==> src/ecf_ram.sv <==
module ecf_ram #(
	parameter int WIDTH = 8,
	parameter int DEPTH = 16
) (
	input  logic                     clk,
	input  logic                     we,
	input  logic [$clog2(DEPTH)-1:0] waddr,
	input  logic [WIDTH-1:0]         wdata,
	input  logic                     re,
	input  logic [$clog2(DEPTH)-1:0] raddr,
	output logic [WIDTH-1:0]         rdata
);

	logic [WIDTH-1:0] mem [DEPTH];
	logic [WIDTH-1:0] rdata_q;

	// One write port and one registered read port.
	always_ff @(posedge clk) begin
		if (we) begin
			mem[waddr] <= wdata;
		end
		if (re) begin
			rdata_q <= mem[raddr];
		end
	end

	assign rdata = rdata_q;

endmodule

==> config.mk <==
export PLATFORM = sky130hd
export DESIGN_NAME = ecf_ram
export DESIGN_NICKNAME = d
export VERILOG_FILES = /design/src/ecf_ram.sv
export SDC_FILE = /design/constraint.sdc
export NUM_CORES = 1
export LEC_CHECK = 0
export BUFFER_PORTS_ARGS = -buffer_cell sky130_fd_sc_hd__buf_2
export CORE_MARGIN = 4
export CORE_UTILIZATION = 54
export DETAILED_ROUTE_END_ITERATION = 7
export HOLD_SLACK_MARGIN = 0.06
export PLACE_DENSITY = 0.8
export SETUP_SLACK_MARGIN = 0.5
export SKIP_CTS_REPAIR_TIMING = 1
export SYNTH_ARGS = -nofsm -noshare
export SYNTH_HDL_FRONTEND = slang
export SYNTH_SLANG_ARGS = --single-unit
export TNS_END_PERCENT = 20
==> constraint.sdc <==
create_clock -name clk -period 2.5 [get_ports clk]
set_input_delay 0.5 -clock clk [delete_from_list [all_inputs] [get_ports clk]]
set_output_delay 0.5 -clock clk [all_outputs]
set_load 0.02 [all_outputs]
# Yosys cells after proc, flatten, opt, wreduce, memory -nomap -nowiden
# Memory sizes are Yosys's and may differ from the RTL's. A register that Yosys moved wholly into a read port is not among the register bits.
# Index checks and enable logic that the tools add are counted.
[classes] muxes=2
[ops] cell="$mux W1" count=2
[totals] mem_count=1 inputBits=19 mem_bits_rw=128 out_inout_bits=8 ff_bits=0
[mem_list] name="mem" depth=16 word_bits=8 rd=1 rd_clocked_by_memory_dff=1 wr=1 line_no="14" source="logic [WIDTH-1:0] mem [DEPTH];"

# Depth between registers and ports, before layout
[depth] word_depth=2 depth_mapped=5 mapped_depth_nobuf=3

# Worst setup path before layout
# OpenSTA, ideal clock, no wires.
[synth_timing] path_kind="input to register" start="input port waddr[2]" end="memory mem[0][0] (enable)" slack_ns=0.507 arrival_time_ns=1.610 setup_time_ns=0.383 path_buffers=0 stages=2 path_cell_list="or3b_2 -> nor3_1"
[synth_rtl] item="from (decl)" line_no="7" source="input logic [$clog2(DEPTH)-1:0] waddr,"
[synth_rtl] item="to (decl)" line_no="14"
# No word-level cell before the write port.

==> results.sh <==
export IMPL_status="finished, final reports clean"
export IMPL_grt_ovfl_total=0
export IMPL_synthToLayoutAreaGrowth_pct=18.5
export IMPL_grt_pass1_vias=2594
export IMPL_fin_area_sq_um=6190
export IMPL_cts_made_buffers=17
export IMPL_ys_ff_latch=136
export IMPL_met1_length_um=4010
export IMPL_p_leak_nw=2.11
export IMPL_dp_hpwl_um=6140
export IMPL_dieArea_sq_um=11300
export IMPL_finalSetupTns_ps=0
export IMPL_wl_met2_um=5090
export IMPL_hold_viol_final=0
export IMPL_yosysUniqueCellTypes=18
export IMPL_critPathKind="input port to flip-flop"
export IMPL_grt_usage=0.195
export IMPL_r2r_cells=3
export IMPL_core_sq_um=9330
export IMPL_r2r_start="mem[1][0]$_DFFE_PP_"
export IMPL_setup_viol=0
export IMPL_hold_ws_ps=361
export IMPL_drive_gt1_frac=0.316
export IMPL_power_internal_mw=4.28
export IMPL_synthesis_area_sq_um=5230
export IMPL_finish_utilization=0.664
export IMPL_timing_final_max_slew_violations=0
export IMPL_wl_met3_um=757
export IMPL_maxCapViolCount=0
export IMPL_rows=35
export IMPL_start_util=0.560
export IMPL_p_switching_mw=1.03
export IMPL_clock_path_buffers=2
export IMPL_cp_arrival_ps=1850
export IMPL_skew_ps=6.98
export IMPL_power_total_mw=5.30
export IMPL_grt_max_degree=33
export IMPL_combPwrFrac=0.046
export IMPL_fmax_ghz=0.627
export IMPL_syn_nets=248
export IMPL_crit_path_end_kind="flip-flop"
export IMPL_whs_path_depth=1
export IMPL_maxSlewHeadroom=0.516
export IMPL_power_share_clock=0.467
export IMPL_hold_path_class="input port to flip-flop"
export IMPL_wire_per_inst_um=23.3
export IMPL_final_common_cell="edfxtp_1"
export IMPL_clock_latency_ps=510
export IMPL_num_vias=2517
export IMPL_clk_pin_slew_ps=60
export IMPL_numPortBuffers=26
export IMPL_ys_async_sr_fraction=0
export IMPL_final_cell_mix="edfxtp_1 (136), buf_2 (26), buf_4 (19)"
export IMPL_num_io_pins=27
export IMPL_root_buffer="clkbuf_8"
export IMPL_routed_top_layer="met4"
export IMPL_die_height_um=106
export IMPL_reg2reg_to="rdata[0]$_DFFE_PP_"
export IMPL_synth_edff_count=136
export IMPL_htreeDepth=4
export IMPL_ys_seq_area_frac=0.781
export IMPL_p_sw_frac=0.194
export IMPL_ys_warnings_count=0
export IMPL_p_seq_frac=0.487
export IMPL_cts_tree="done"
export IMPL_final_nets=303
export IMPL_peakVddDrop_mv=0.484
export IMPL_crit_path_start_kind="input port"
export IMPL_rsz0062_at_grt="no"
export IMPL_via_per_inst=5.91
export IMPL_hold_start="re"
export IMPL_globalplace_congestion=0.777
export IMPL_drt_first_iter_violations=227
export IMPL_crit_required_ps=2760
export IMPL_rrSetupSlack_ps=970
export IMPL_period_share=0.638
export IMPL_power_per_cell_area_nw_per_um2=856
export IMPL_cp_max_fo=32
export IMPL_grt_antenna_before_repair=0
export IMPL_postSynthAreaPerCell_sq_um=22.8
export IMPL_cts_sinks=136
export IMPL_min_to="rdata[0]$_DFFE_PP_"
export IMPL_tightest_slew_ps=725
export IMPL_ant_nets=0
export IMPL_place_area_sq_um=5600
export IMPL_drtPass1Iterations=6
export IMPL_wirelength_um=9930
export IMPL_synthFlopType="edfxtp_1"
export IMPL_grt_pass1_wl_um=15500
export IMPL_drc=0
export IMPL_min_period_ps=1590
export IMPL_num_antenna_cells=0
export IMPL_synth_cells=229
export IMPL_dieWidth_um=106
==> registers in the layout, summed over array words and instances, names as in the netlist <==
name and flops:
rdata 8, mem 128
==> metrics by stage <==
stage	std cells	setup WS (ps)
2_1_floorplan	229	507
3_3_place_gp	394	416
3_5_place_dp	394	413
4_1_cts	426	907
5_1_grt	426	866
6_report	426	906
==> worst max-delay path by stage <==
| stage | from | endpoint | slack [ps] | depth (start not counted) |
|---|---|---|---|---|
| 3_3_place_gp | raddr[0] | rdata[3]$_DFFE_PP_ | 420 | 5 |
| 4_1_cts | rdata[6]$_DFFE_PP_ | rdata[6] | 910 | 1 |
| 5_1_grt | raddr[0] | rdata[0]$_DFFE_PP_ | 870 | 5 |
| 2_1_floorplan | waddr[2] | mem[0][0]$_DFFE_PP_ | 510 | 2 |
| 3_5_place_dp | raddr[0] | rdata[2]$_DFFE_PP_ | 410 | 5 |
| 6_report | raddr[0] | rdata[0]$_DFFE_PP_ | 910 | 5 |
==> kinds of logic after synthesis <==
kind of cell | Yosys count | share of synthesized area
muxes | 32 | 0.148
DFF | 136 | 0.781
buffers and inverters | 10 | 0.0165
AOI/OAI and AO/OA | 16 | 0.0230
and+or+nand+nor | 35 | 0.0314
==> Yosys cell counts (all sizes together), types with 2 or more instances <==
cell | number | area [sq um]
a22oi | 16 | 120
buf | 7 | 56.3
clkdlybuf4s25 | 3 | 30.0
edfxtp | 136 | 4080
mux4 | 32 | 773
nand2 | 9 | 33.8
nand2b | 2 | 12.5
nand3b | 2 | 15.0
nor2 | 13 | 48.8
nor3 | 4 | 20.0
==> routing by layer <==
metal / GRT usage / vias up
met2: 0.313 / 135
li1: - / 1096
met4: 0.0620 / 0
met1: 0.263 / 1280
met3: 0.0553 / 6
met5: 0 / -
==> worst max-delay path, cell delays in order <==
cell	delay, ps
buf_2	100
buf_12	240
mux4_1	650
a22oi_1	260
nand2_1	80
==> power groups by stage <==
stage                     sequential (mW)  combinational [mW]  clock (mW)
after detailed placement             2.63               0.242           0
after global routing                 2.59               0.264        2.64
after floorplan                      2.64               0.130           0
final                                2.58               0.244        2.48
after global placement               2.63               0.235           0
after CTS                            2.58               0.245        2.51
==> layout make-up <==
| type | count | area (sq um) |
|---|---|---|
| sequential | 136 | 4080 |
| fill | 574 | 3130 |
| multi-input combinational | 83 | 1060 |
| clock buffer | 18 | 418 |
| timing repair buffer | 46 | 293 |
| clock inverter | 14 | 181 |
| tap | 129 | 161 |
Power figures use the tool's default switching activity.
