**src/ecf_pkg.sv**
```systemverilog
package ecf_pkg;

	// Grid geometry: (1 << GRID_LOG2) cells along each tile edge.
	localparam int GRID_LOG2  = 6;
	localparam int CELL_AW    = 2 * GRID_LOG2;
	localparam int CELL_COUNT = 1 << CELL_AW;
	localparam int POS_W      = 16;

	// Field widths.
	localparam int HEIGHT_W  = 24;
	localparam int THR_W     = 23;
	localparam int CNT_W     = 8;
	localparam int TIME_W    = 32;
	localparam int VAR_W     = 32;
	localparam int IDX_W     = 12;
	localparam int OUTC_W    = 3;
	localparam int CFG_IDX_W = 3;

	// Disagreement window in milliseconds and the gray-zone blend divisor.
	localparam logic [TIME_W-1:0] WINDOW_MS = 32'd1000;
	localparam logic [CNT_W-1:0]  GRAY_DIV  = 8'd10;

	// Shared divider: numerator bits, divisor bits, quotient bits per cycle.
	localparam int DIV_NW    = 48;
	localparam int DIV_DW    = 8;
	localparam int DIV_BPC   = 4;
	localparam int DIV_STEPS = DIV_NW / DIV_BPC;
	localparam int DIV_CW    = $clog2(DIV_STEPS);

	// Division by ten of the variance numerator, split as n = hi * 2^24 + lo:
	// n / 10 = hi * floor(2^24 / 10) + (6 * hi + lo) / 10, where the last part
	// is a reciprocal multiply that is exact for values below 2^26.
	localparam int          VN_LO_W   = 24;
	localparam logic [20:0] TEN_HI_Q  = 21'd1677721;
	localparam logic [25:0] TEN_RECIP = 26'd53687092;
	localparam int          TEN_SHIFT = 29;

	// Outcome codes.
	localparam logic [OUTC_W-1:0] OUT_SEEDED   = 3'd0;
	localparam logic [OUTC_W-1:0] OUT_ACCEPTED = 3'd1;
	localparam logic [OUTC_W-1:0] OUT_GRAY     = 3'd2;
	localparam logic [OUTC_W-1:0] OUT_DISAGREE = 3'd3;
	localparam logic [OUTC_W-1:0] OUT_REPLACED = 3'd4;

	// Configuration register indexes.
	localparam logic [CFG_IDX_W-1:0] CFG_ACCEPT_THR  = 3'd0;
	localparam logic [CFG_IDX_W-1:0] CFG_REPLACE_THR = 3'd1;
	localparam logic [CFG_IDX_W-1:0] CFG_UPLOAD_THR  = 3'd2;
	localparam logic [CFG_IDX_W-1:0] CFG_CONFIRM     = 3'd3;
	localparam logic [CFG_IDX_W-1:0] CFG_COUNT_CAP   = 3'd4;
	localparam logic [CFG_IDX_W-1:0] CFG_LOW_CONF    = 3'd5;

	// One cell of the height grid as held in memory.
	typedef struct packed {
		logic                       valid;
		logic signed [HEIGHT_W-1:0] mean;
		logic signed [HEIGHT_W-1:0] reported;
		logic [VAR_W-1:0]           variance;
		logic [CNT_W-1:0]           count;
		logic [CNT_W-1:0]           disagree;
		logic [TIME_W-1:0]          last;
	} cell_t;

endpackage

```
**src/ecf_div.sv**
```systemverilog
module ecf_div (
	input  logic                          clk,
	input  logic                          arst_n,
	input  logic                          start,
	input  logic [ecf_pkg::DIV_NW-1:0]    num,
	input  logic [ecf_pkg::DIV_DW-1:0]    den,
	output logic                          done,
	output logic [ecf_pkg::DIV_NW-1:0]    quot
);

	logic                          run_q;
	logic                          done_q;
	logic [ecf_pkg::DIV_CW-1:0]    step_q;
	logic [ecf_pkg::DIV_NW-1:0]    n_q;
	logic [ecf_pkg::DIV_DW-1:0]    r_q;
	logic [ecf_pkg::DIV_DW-1:0]    d_q;
	logic [ecf_pkg::DIV_NW-1:0]    n_c;
	logic [ecf_pkg::DIV_DW-1:0]    r_c;
	logic [ecf_pkg::DIV_DW:0]      t_c;

	// Restoring division, a few quotient bits per cycle. The numerator register
	// shifts out at the top and collects quotient bits at the bottom.
	always_comb begin
		n_c = n_q;
		r_c = r_q;
		t_c = '0;
		for (int k = 0; k < ecf_pkg::DIV_BPC; k++) begin
			t_c = {r_c, n_c[ecf_pkg::DIV_NW-1]};
			n_c = {n_c[ecf_pkg::DIV_NW-2:0], 1'b0};
			if (t_c >= {1'b0, d_q}) begin
				t_c = t_c - {1'b0, d_q};
				n_c[0] = 1'b1;
			end
			r_c = t_c[ecf_pkg::DIV_DW-1:0];
		end
	end

	// Step control and operand registers.
	always_ff @(posedge clk or negedge arst_n) begin
		if (!arst_n) begin
			run_q  <= 1'b0;
			done_q <= 1'b0;
			step_q <= '0;
		end else if (start) begin
			run_q  <= 1'b1;
			done_q <= 1'b0;
			step_q <= '0;
		end else if (run_q) begin
			step_q <= step_q + 1'b1;
			if (step_q == ecf_pkg::DIV_CW'(ecf_pkg::DIV_STEPS - 1)) begin
				run_q  <= 1'b0;
				done_q <= 1'b1;
			end
		end else begin
			done_q <= 1'b0;
		end
	end

	always_ff @(posedge clk) begin
		if (start) begin
			n_q <= num;
			r_q <= '0;
			d_q <= den;
		end else if (run_q) begin
			n_q <= n_c;
			r_q <= r_c;
		end
	end

	assign done = done_q;
	assign quot = n_q;

endmodule

```
**config.mk**
```make
export PLATFORM = sky130hd
export DESIGN_NAME = ecf_div
export DESIGN_NICKNAME = d
export VERILOG_FILES = /design/src/ecf_pkg.sv /design/src/ecf_div.sv
export SDC_FILE = /design/constraint.sdc
export NUM_CORES = 1
export LEC_CHECK = 0
export ABC_CLOCK_PERIOD_IN_PS = 10640
export BUFFER_PORTS_ARGS = -buffer_cell sky130_fd_sc_hd__buf_2
export CAP_MARGIN = 20
export CORE_MARGIN = 5
export CORE_UTILIZATION = 35
export DETAILED_ROUTE_END_ITERATION = 7
export GPL_TIMING_DRIVEN = 0
export HOLD_SLACK_MARGIN = 0.02
export MAX_ROUTING_LAYER = met4
export PLACE_DENSITY = 0.6
export SLEW_MARGIN = 20
export SYNTH_ARGS = -nofsm -noshare
export SYNTH_HDL_FRONTEND = slang
export SYNTH_SLANG_ARGS = --single-unit
```
**constraint.sdc**
```tcl
create_clock -name clk -period 10.64 [get_ports clk]
set_input_delay 1.064 -clock clk [delete_from_list [all_inputs] [get_ports clk]]
set_output_delay 1.064 -clock clk [all_outputs]
set_load 0.05 [all_outputs]
```
# Word-level counts from Yosys, hierarchy flattened
# Index checks and enable logic that the tools add are counted.
# op_classes
n_eq_ne	2
n_reduce_logical	1
mux	18
n_addsub	5
n_lt_le_gt_ge	4
# op_table
operator	n
$mux W48	2
$ge A9 B8 Y1	4
$mux W8	4
$sub A8 B8 Y8	4
$mux W1	10
$mux W4	2
$add A4 B1 Y4 const B	1
$eq A4 B4 Y1 const B	1
$ne A3 B2 Y1 const B	1
$reduce_bool A2 Y1	1
# totals
word_cells	36
regBits	70
output_inout_bits	49

# Depth between registers and ports, before layout
# depth
depth_word	10
depth_mapped	42
depth_no_buf	40

# Worst setup path before layout
# OpenSTA, ideal clock, no wires.
# synth_timing
kind	reg-to-reg
start	reg n_q (netlist bit quot[47])
end	reg r_q[3] (netlist name)
stages_incl_launch_ff	40
arrival_ns	8.047
required_time_ns	10.500
path_buffers	2
path_slack_ns	2.453
cell_sequence	edfxtp_1 > inv_1 > ha_1 > a311oi_1 > nand3_1 > nand2_2 > buf_1 > nor2_1 > a21oi_1 > inv_1 > ha_1 > nor2b_1 > o31a_1 > o31a_1 > o31a_1 > nor2_1 > nand2_1 > o21ai_0 > (+4 left out) > o31a_1 > o21ai_0 > nand2b_1 > o21bai_1 > a221o_2 > buf_2 > a21oi_1 > ha_1 > nor2b_1 > nor2_1 > o221ai_1 > a21o_1 > a21o_1 > o22ai_1 > o211ai_1 > mux2i_4 > mux2i_1 > a211oi_1
# synth_between
elab_chain_cells	8
elab_cells_between_ends	12
cone_classes	add/sub: 4; order compare: 4; mux: 4
# synth_rtl
element	line_no	rtl
start, declared	ecf_div.sv:14	logic [ecf_pkg::DIV_NW-1:0] n_q;
start signal, assigned	ecf_div.sv:61	n_q <= num;
start signal, assigned	ecf_div.sv:65	n_q <= n_c;
$sub A8 B8 Y8 or $ge A9 B8 Y1 (tied branches)	ecf_div.sv:31, ecf_div.sv:30	
$mux W8 *	ecf_div.sv:30	if (t_c >= {1'b0, d_q}) begin
$sub A8 B8 Y8 or $ge A9 B8 Y1 (tied branches)	ecf_div.sv:31, ecf_div.sv:30	
$mux W8 *	ecf_div.sv:30	
$sub A8 B8 Y8 or $ge A9 B8 Y1 (tied branches)	ecf_div.sv:31, ecf_div.sv:30	
$mux W8 *	ecf_div.sv:30	
$sub A8 B8 Y8 or $ge A9 B8 Y1 (tied branches)	ecf_div.sv:31, ecf_div.sv:30	
$mux W8 *	ecf_div.sv:30	
end signal, assigned	ecf_div.sv:66	r_q <= r_c;
end, declared	ecf_div.sv:15	logic [ecf_pkg::DIV_DW-1:0] r_q;
# Mark *: on every way between the ends. The rest lies on a longest branch, timed or not.
# A chain may end at the register's enable or synchronous reset.

# Worst setup path in the final report
# layout_timing
start	reg d_q[1] (netlist name)
end	reg r_q[4] (netlist name)
# layout_between
elab_chain_cells	8
elab_cells_between_ends	12
cone_classes	add/sub: 4; order compare: 4; mux: 4
# layout_rtl
element	line_no	rtl
start, declared	ecf_div.sv:16	logic [ecf_pkg::DIV_DW-1:0] d_q;
start signal, assigned	ecf_div.sv:63	d_q <= den;
$sub A8 B8 Y8 or $ge A9 B8 Y1 (tied branches)	ecf_div.sv:31, ecf_div.sv:30	
$mux W8	ecf_div.sv:30	
$sub A8 B8 Y8 or $ge A9 B8 Y1 (tied branches)	ecf_div.sv:31, ecf_div.sv:30	
$mux W8	ecf_div.sv:30	
$sub A8 B8 Y8 or $ge A9 B8 Y1 (tied branches)	ecf_div.sv:31, ecf_div.sv:30	
$mux W8	ecf_div.sv:30	
$sub A8 B8 Y8 or $ge A9 B8 Y1 (tied branches)	ecf_div.sv:31, ecf_div.sv:30	
$mux W8 *	ecf_div.sv:30	
# Marks and branches as above.

==> impl_metrics.env <==
export IMPL_critical_path_class="flip-flop to flip-flop"
export IMPL_initial_core_util_pct=35.63
export IMPL_netlist_cell_type_count=43
export IMPL_numClockSinks=70
export IMPL_clock_root_buffer="clkbuf_16"
export IMPL_cts_inserted_buffers=9
export IMPL_arrival_ns=9.77
export IMPL_worstHoldPathType="flip-flop to flip-flop"
export IMPL_floorplan_die_width_um=123.4
export IMPL_syn_nets=488
export IMPL_tightestPinTransition_ns=0.6956
export IMPL_status="finished clean"
export IMPL_syn_avg_cell_area_um2=11.47
export IMPL_die_h_um=123.4
export IMPL_maxcap_viol_count=0
export IMPL_finish_net_count=605
export IMPL_postCtsSetupRepairBufs=0
export IMPL_timing_final_max_slew_violations=0
export IMPL_yosys_area_top_type_share_pct=37.40
export IMPL_drc_markers=0
export IMPL_synth_cell_area_um2=4497
export IMPL_insertion_delay_ns=0.33
export IMPL_clockBufferDepth=2
export IMPL_endpoint_kind="flip-flop"
export IMPL_layout_commonest_cell="buf_2"
export IMPL_drt_wl_total_um=11410
export IMPL_netlist_top_cell_by_area="edfxtp_1"
export IMPL_drt_pre_antenna_iters=4
export IMPL_critical_path_buffer_and_inverter_count=3
export IMPL_grt_first_pass_wirelength_um=18120
export IMPL_number_of_levels_the_h_tree_was_split_into=3
export IMPL_row_cnt=41
export IMPL_yosys_register_bits=70
export IMPL_gp_routability_congestion=0.8822
export IMPL_grt_total_usage_pct=15.92
export IMPL_crit_start="d_q[1]"
export IMPL_path_max_fanout=15
export IMPL_yosysWarningCount=0
export IMPL_critPathTopFamily="compound AO/OA/AOI/OAI gates"
export IMPL_rsz0062_at_grt="false"
export IMPL_via_count_of_the_first_global_routing_pass=3583
export IMPL_synth_seq_area_share_pct=44.30
export IMPL_finalHoldViolCount=0
export IMPL_num_vias=3396
export IMPL_finalSetupViolCount=0
export IMPL_syn2layout_area_growth_pct=23.21
export IMPL_max_freq_mhz=104.3
export IMPL_initial_antenna_violation_count=0
export IMPL_clkTransAtPathRegs_ns=0.06
export IMPL_setup_tns_final_ns=0
export IMPL_fillerInstances=1230
export IMPL_layout_worst_path_cycle_share_pct=90.08
export IMPL_crit_reg2reg_launch="d_q[1]"
export IMPL_synthTopCellsByArea="edfxtp_1 37%, mux2_2 15%, ha_1 9.2%"
export IMPL_min_period_ns=9.584
export IMPL_vias_per_cell=4.950
export IMPL_timing_hold_worst_start="r_q[7]"
export IMPL_post_dp_hpwl_um=9082
export IMPL_clock_tree_from_tritoncts="yes"
export IMPL_startpoint_type="flip-flop"
export IMPL_timing_max_slew_rel_slack_pct=53.62
export IMPL_avgRoutedWirePerCell_um=16.63
export IMPL_drive_above_1_share_pct=36.58
export IMPL_fin_skew_ns=0.009374
export IMPL_i_o_buffers=107
export IMPL_layout_cells_most_common_list="108 x buf_2, 58 x mux2_2, 56 x edfxtp_1, 33 x ha_1"
export IMPL_critPathMaxStageDelay_ns=0.48
export IMPL_antenna_cells_inserted=0
export IMPL_initialDrtViolationCount=96
export IMPL_timing_critical_path_required_ns=10.82
export IMPL_coreArea_um2=12620
export IMPL_globalRoute_totalOverflow=0
export IMPL_design_portCount=108
export IMPL_hold_buffers=0
export IMPL_final_antenna_net_count=0
export IMPL_syn_inst=392
export IMPL_crit_slowest_cell="edfxtp_1"
export IMPL_design_die_area_um2=15220
export IMPL_grt_max_degree=50
==> worst paths after layout <==
kind	endpoint	cells past startpoint	slack [ns]
worst min-delay path	r_q[7]	2	0.50
worst min register to register	r_q[7]	2	0.50
min in group asynchronous	done	1	0.55
max in group asynchronous	run_q	1	9.94
worst max register to register	r_q[4]	38	1.06
worst max-delay path	r_q[4]	38	1.06
==> worst min-delay path, stage by stage, from the launching register on <==
cell and delay [ns]:
dfxtp_1 0.32, nor2_1 0.09, a211oi_1 0.05
==> layer usage <==
layer	routed length, µm	global-route usage [%]	up-vias
met4	136	4.429	0
met5	0	-	-
met3	673	2.745	11
met2	5487	25.38	107
li1	-	-	1698
met1	5114	21.00	1580
==> Yosys cell counts, drive strengths merged <==
library cell and count:
a221o 1, nor2 27, xnor2 15, nand2b 7, o21a 8, o221ai 1
or2 4, nor2b 6, mux2i 12, fa 4, a211o 1, and3 2
mux2 58, o21ai 17, nand3 5, nand2 13, dfxtp 8, o22ai 3
edfxtp 56, dfrtp 6, a311oi 2, a21o 8, buf 4, inv 27
xor2 5, o31a 5, a31oi 1, o32ai 2, o211ai 2, a21boi 2
a21oi 17, o31ai 1, nand3b 1, nor3 2, ha 33, a211oi 6
clkbuf 7, nor4 2, nand4 6, o21bai 5
==> kinds of logic (layout without fill, tap and decap cells) <==
| group | after synthesis | in the layout | share of synthesized area [%] |
|---|---|---|---|
| simple gates | 75 | 75 | 8.097 |
| compound gates | 82 | 82 | 12.08 |
| buf+inv | 38 | 160 | 3.200 |
| xor+xnor | 20 | 20 | 3.895 |
| flops | 70 | 70 | 44.30 |
| fa+ha+maj | 37 | 37 | 10.96 |
| mux | 70 | 70 | 17.47 |
==> timing repair <==
item,4_1_cts,5_1_grt
gates resized for setup,0,1
setup endpoints to repair,0,9
endpoints found under the hold margin,0,0
==> metrics by stage <==
| step | worst slack (ns) | area (µm²) | utilization [%] | hold slack [ns] | std cells |
|---|---|---|---|---|---|
| after floorplan | 2.453 | 4497 | - | 0.4587 | 392 |
| after global placement | 0.7387 | 5248 | 41.58 | 0.4920 | 671 |
| after detailed placement | 0.6914 | 5250 | 41.60 | 0.4962 | 671 |
| after CTS | 0.6362 | 5544 | 43.93 | 0.5038 | 687 |
| after global routing | 0.1327 | 5540 | 43.90 | 0.5380 | 686 |
| final | 1.056 | 5540 | 43.90 | 0.5033 | 686 |
==> sequential cells by signal, indices dropped and copies added, names as in the netlist <==
register and count:
quot 48, d_q 8, r_q 8, step_q 4, done 1, run_q 1
==> final cells by class <==
type	instances	area, µm²	share of cell area, %
inverters	27	101.3	1.829
flip-flops and latches	70	1992	35.95
well taps	172	215.2	3.884
plain buffers	10	38.79	0.7001
clock buffers	12	267.8	4.833
repair buffers	107	535.5	9.666
multi-input cells	284	2364	42.66
clock inverters	4	26.28	0.4743
Power is left out: the tool's default activity adds up to more than one toggle a clock period on the data nets, which glitch-free logic cannot reach.
